--- src/hdl/gsrd_pkg.sv ---
`timescale 1ns / 1ps
// ----------------------------------------------------------------------------
// gsrd_pkg
// Shared types and constants for the Gray-Scott reaction-diffusion step.
// ----------------------------------------------------------------------------
package gsrd_pkg;

    localparam int CFG_IDX_W = 3;
    localparam int CFG_DATA_W = 16;

    localparam logic [CFG_IDX_W-1:0] CFG_ROW_LENGTH  = 3'd0;
    localparam logic [CFG_IDX_W-1:0] CFG_ROW_COUNT   = 3'd1;
    localparam logic [CFG_IDX_W-1:0] CFG_DIFFUSION_A = 3'd2;
    localparam logic [CFG_IDX_W-1:0] CFG_DIFFUSION_B = 3'd3;
    localparam logic [CFG_IDX_W-1:0] CFG_FEED_RATE   = 3'd4;
    localparam logic [CFG_IDX_W-1:0] CFG_KILL_RATE   = 3'd5;

    localparam logic [10:0] RST_ROW_LENGTH  = 11'd1024;
    localparam logic [10:0] RST_ROW_COUNT   = 11'd1024;
    localparam logic [15:0] RST_DIFFUSION_A = 16'd32768;
    localparam logic [15:0] RST_DIFFUSION_B = 16'd16384;
    localparam logic [15:0] RST_FEED_RATE   = 16'd3604;
    localparam logic [15:0] RST_KILL_RATE   = 16'd4063;

    localparam logic signed [33:0] EDGE_W   = 34'sd6554;
    localparam logic signed [33:0] CORNER_W = 34'sd1638;

    typedef enum logic [2:0] {
        ST_IDLE,
        ST_LOAD,
        ST_MUL1,
        ST_MUL2,
        ST_SUM1,
        ST_SUM2,
        ST_DONE
    } t_state;

    typedef struct packed {
        logic accept;
        logic load_win;
        logic mul1;
        logic mul2;
        logic sum1;
        logic sum2;
        logic out_load;
    } t_dp_cmd;

    typedef struct packed {
        logic interior;
        logic out_busy;
    } t_dp_stat;

endpackage

--- src/hdl/gsrd_ctrl.sv ---
`timescale 1ns / 1ps
// ----------------------------------------------------------------------------
// gsrd_ctrl
// Sequencer: steps one cell through load, multiply, sum and output phases;
// a border cell returns to idle after load.
module gsrd_ctrl
    import gsrd_pkg::*;
(
    input  logic     i_clk,
    input  logic     i_rst_n,
    input  logic     i_in_valid,
    output logic     o_in_stall,
    input  t_dp_stat i_stat,
    output t_dp_cmd  o_cmd
);

    t_state r_state;
    t_state n_state;

    always_ff @(posedge i_clk) begin
        if (!i_rst_n) begin
            r_state <= ST_IDLE;
        end else begin
            r_state <= n_state;
        end
    end

    always_comb begin
        n_state = r_state;
        unique case (r_state)
            ST_IDLE: begin
                if (i_in_valid) begin
                    n_state = ST_LOAD;
                end
            end
            ST_LOAD: begin
                n_state = i_stat.interior ? ST_MUL1 : ST_IDLE;
            end
            ST_MUL1: n_state = ST_MUL2;
            ST_MUL2: n_state = ST_SUM1;
            ST_SUM1: n_state = ST_SUM2;
            ST_SUM2: n_state = ST_DONE;
            ST_DONE: begin
                if (!i_stat.out_busy) begin
                    n_state = ST_IDLE;
                end
            end
            default: n_state = ST_IDLE;
        endcase
    end

    always_comb begin
        o_cmd = '0;
        o_in_stall = 1'b1;
        unique case (r_state)
            ST_IDLE: begin
                o_in_stall = 1'b0;
                o_cmd.accept = i_in_valid;
            end
            ST_LOAD: o_cmd.load_win = 1'b1;
            ST_MUL1: o_cmd.mul1 = 1'b1;
            ST_MUL2: o_cmd.mul2 = 1'b1;
            ST_SUM1: o_cmd.sum1 = 1'b1;
            ST_SUM2: o_cmd.sum2 = 1'b1;
            ST_DONE: o_cmd.out_load = !i_stat.out_busy;
            default: o_in_stall = 1'b1;
        endcase
    end

endmodule

--- config.mk ---
export PLATFORM = sky130hd
export DESIGN_NAME = gsrd_ctrl
export DESIGN_NICKNAME = d
export VERILOG_FILES = /design/src/hdl/gsrd_pkg.sv /design/src/hdl/gsrd_ctrl.sv
export SDC_FILE = /design/constraint.sdc
export NUM_CORES = 1
export LEC_CHECK = 0
export BUFFER_PORTS_ARGS = -buffer_cell sky130_fd_sc_hd__buf_2
export CAP_MARGIN = 10
export CELL_PAD_IN_SITES_DETAIL_PLACEMENT = 0
export CELL_PAD_IN_SITES_GLOBAL_PLACEMENT = 1
export CORE_AREA = 2 2 39 41
export DETAILED_ROUTE_END_ITERATION = 10
export DIE_AREA = 0 0 41 43
export PLACE_DENSITY_LB_ADDON = 0.1
export SYNTH_ARGS = -nofsm -noshare
export SYNTH_HDL_FRONTEND = slang
export SYNTH_SLANG_ARGS = --single-unit
--- constraint.sdc ---
create_clock -name i_clk -period 1.4 [get_ports i_clk]
set_clock_uncertainty 0.1 [all_clocks]
set_input_delay 0.14 -clock i_clk [delete_from_list [all_inputs] [get_ports i_clk]]
set_output_delay 0.14 -clock i_clk [all_outputs]
set_load 0.1 [all_outputs]
### Word-level counts from Yosys, hierarchy flattened

Cells that the tools add are included.

* bits in registers: 3
* input bits: 5
* output and inout port bits: 8
* logic and storage cells: 24

* equality and inequality tests: 8
* muxes and demuxes: 12
* reductions and logical operators: 3

Operators by type and width (number)
* 3-bit case mux with 7 select lines: 1
* 3-bit == test, second input constant: 3
* 1-bit two-way mux: 8
* 3-bit by 2-bit == test with 1-bit output, second input constant: 2
* 3-bit two-way mux: 2
* 2-bit != test, second input constant: 2
* 3-bit by 1-bit == test with 1-bit output, second input constant: 1
* 3-bit logical NOT: 1
* 2-bit two-way mux: 1
* 2-bit AND reduction: 1
* 1-bit logical NOT: 1

### Longest topological paths before layout

* depth after elaboration: 3
* mapped depth: 4
* mapped depth without buffers: 3

### Worst setup path after synthesis

No wires, ideal clock.

* path kind: reg-to-output
* from: register r_state[0]
* to: output port o_cmd[0] (netlist bit)
* arrival time: 2720 ps
* required time: 1160 ps
* slack: -1560 ps
* cell stages (with the launch flop): 3
* buffers on the path: 0
* cell sequence: dfxtp_1 nand2b_1 nor3b_1

RTL lines
* start: declaration: line gsrd_ctrl.sv:17 `t_state r_state;`
* start signal: assignment: line gsrd_ctrl.sv:24 `r_state <= n_state;`
* end: declaration: line gsrd_ctrl.sv:14 `output t_dp_cmd o_cmd`

### Worst setup path in the final report

* from: register r_state[1]
* to: output port o_in_stall

* longest elaborated chain between the ends: 2

RTL lines
* 3-bit logical NOT: line gsrd_ctrl.sv:55 `unique case (r_state)`
* 1-bit two-way mux: line gsrd_ctrl.sv:55
* end: declaration: line gsrd_ctrl.sv:12 `output logic o_in_stall,`

No other way between the ends.

==> metrics <==
Setup-failing EPs final=7; Slew headroom=0.8258; # rows=14; final worst path period share=1.082; # H-tree levels=1; Reg2Reg Depth=3; pre-CTS WS=41.96 ps; VDD IR-drop max=0.4596 mV; WS Path Type=flop to output pin; pwr dens=814.0 nW/um^2; Netlist cell types=17; Slew @ Worst Pin=260.8 ps; reg2reg end=r_state[0]; placed cells=53; Root Buffer=clkbuf_4; ANT nets after route=0; number of flip-flops in the largest register=3; die height=43 um; Core Region=1384 sq um; CTS Buf Count=3; Mean Syn Cell Area=8.959 sq um; Avg WL per Cell=9.631 um; CTS tree=built; failing checks=setup timing; Fmax achieved=0.6601 GHz; Initial DRC Count=3; drc violations=0; layout cells sized above 1=0.7959; Crit. End Element=output pin; startpoint types=flop; vias in the first global route=220; Mapped Area=224.0 sq um; Synthesis Warnings=0; syn nets=30; leakage=0.2569 nW; cells after synthesis=25; worst setup margin=-115.0 ps; min cycle time layout=1515 ps; Largest regs=r_state: 3 flops; RSZ-0062 raised after global routing=true; latest clock arrival within the worst-skew pair=230 ps; fin nets=55; Final Max Tran Viols=0; most frequent cells in the layout=9 x buf_12, 7 x buf_4, 4 x nor3b_4, 4 x buf_2; Worst EP required=1160 ps; register with the most flip-flops=r_state; Critical Path End=o_in_stall; dpl hpwl=430.8 um; min-delay worst type=input pin to flop; via/cell ratio=4.015; largest net degree at the start of global routing=7; initial antenna violation count=0; Reg-to-Reg Start=r_state[2]; GR Util All Layers=0.07816; Final Hold Vio Count=0; GPL Wtd Cong=0.6563; maximum clock path buffer count=2; R2R setup slack=260 ps; Sequential Area=71.32 sq um; # fillers=131; area occupied by multi-input gates=197.7 sq um; Post-Route WL=626 um; Clock Sinks=3; outcome=complete, but fails checks; sequential fraction of the synthesis area=0.2682; Yosys reg bits=3; Pwr Total=0.4868 mW; DR pass1 iterations=2; Die Area=1763 sq um; Ant. Diodes=0; first-pass GRT wire length=917 um; GR Overflow Total=0; I/O pin count=13; commonest non-fill, non-tap cell in the layout=buf_12; critical path fanouts, max=4; Critical Path Source=r_state[1]; Vias=261; initial core utilization=0.1618; Layout Area Growth over Synthesis=167.0%; number of cells in the finished layout apart from fillers=65; Max Cap Viol=0; clock slew at reported path FFs=40 ps; Critical Path AT=1280 ps; Buffers on Ports=12; die width=41 um
[layout make-up]
type | count | share of cell area
Inverter | 2 | 0.01255
Sequential cell | 3 | 0.1192
Multi-Input combinational cell | 18 | 0.3305
Clock buffer | 4 | 0.04393
Tap cell | 16 | 0.03347
Timing Repair Buffer | 22 | 0.4603
[synth_stat cells (all sizes together)]
cell / count / area [sq um]
or3: 1 / 11.26
inv: 2 / 7.510
nand2b: 2 / 12.51
and3b: 2 / 20.02
o22a: 1 / 10.01
buf: 2 / 16.26
nor2: 2 / 10.01
o21ai: 1 / 5.000
a21boi: 1 / 7.510
nor3b: 4 / 30.03
a2111oi: 1 / 15.01
o21a: 1 / 7.510
dfxtp: 3 / 60.06
nor3: 1 / 5.000
nor2b: 1 / 6.260
[where the power goes]
part	internal, mW	total (mW)	switching [mW]
registers	0.0887	0.0938	0.00514
logic	0.105	0.245	0.140
clock network	0.107	0.148	0.0415
total	0.301	0.487	0.186
[worst min-delay path by stage]
stage / start / to / slack [ps] / cells past startpoint
after floorplan: i_rst_n / r_state[2] / 160 / 1
after global placement: i_rst_n / r_state[2] / 260 / 2
after detailed placement: i_rst_n / r_state[2] / 260 / 2
after CTS: i_rst_n / r_state[2] / 20 / 2
after global routing: i_rst_n / r_state[2] / 40 / 2
final: i_rst_n / r_state[2] / 20 / 2
[cells by family (layout without fill, tap and decap cells)]
group / Yosys count / count (layout) / share of synthesized area
compound gates: 5 / 5 / 0.2011
buf+inv: 4 / 28 / 0.1061
flops: 3 / 3 / 0.2682
simple gates: 13 / 13 / 0.4246
[critical path, stage by stage (launching register included)]
cell and delay, ps:
dfxtp_4 340, or3_4 400, buf_4 150, buf_12 150
[layer usage]
metal / up-vias / wire (um) / GRT usage
li1: 139 / - / -
met1: 113 / 261 / 0.08626
met2: 9 / 337 / 0.1219
met3: 0 / 26 / 0.01571
met4: 0 / 0 / 0.06000
met5: - / 0 / 0
[metrics by stage]
step / TNS (ps) / instance area, sq um / hold slack [ps] / util
after floorplan: -1001 / 285.3 / 157.5 / -
after global placement: 0 / 490.5 / 258.4 / 0.3544
after detailed placement: 0 / 490.5 / 259.6 / 0.3544
after CTS: -208.2 / 560.5 / 15.95 / 0.4051
after global routing: -802.7 / 598.1 / 40.17 / 0.4322
final: -503.7 / 598.1 / 24.01 / 0.4322
[repair_timing]
action / CTS / global route
pin swaps: 2 / 4
endpoints found under the setup margin: 8 / 8
hold buffers: 0 / 0
hold endpoints to repair: 0 / 0
resized for setup: 5 / 1
buffers inserted: 4 / 4
No activity file was read; power rests on OpenSTA's default activity.
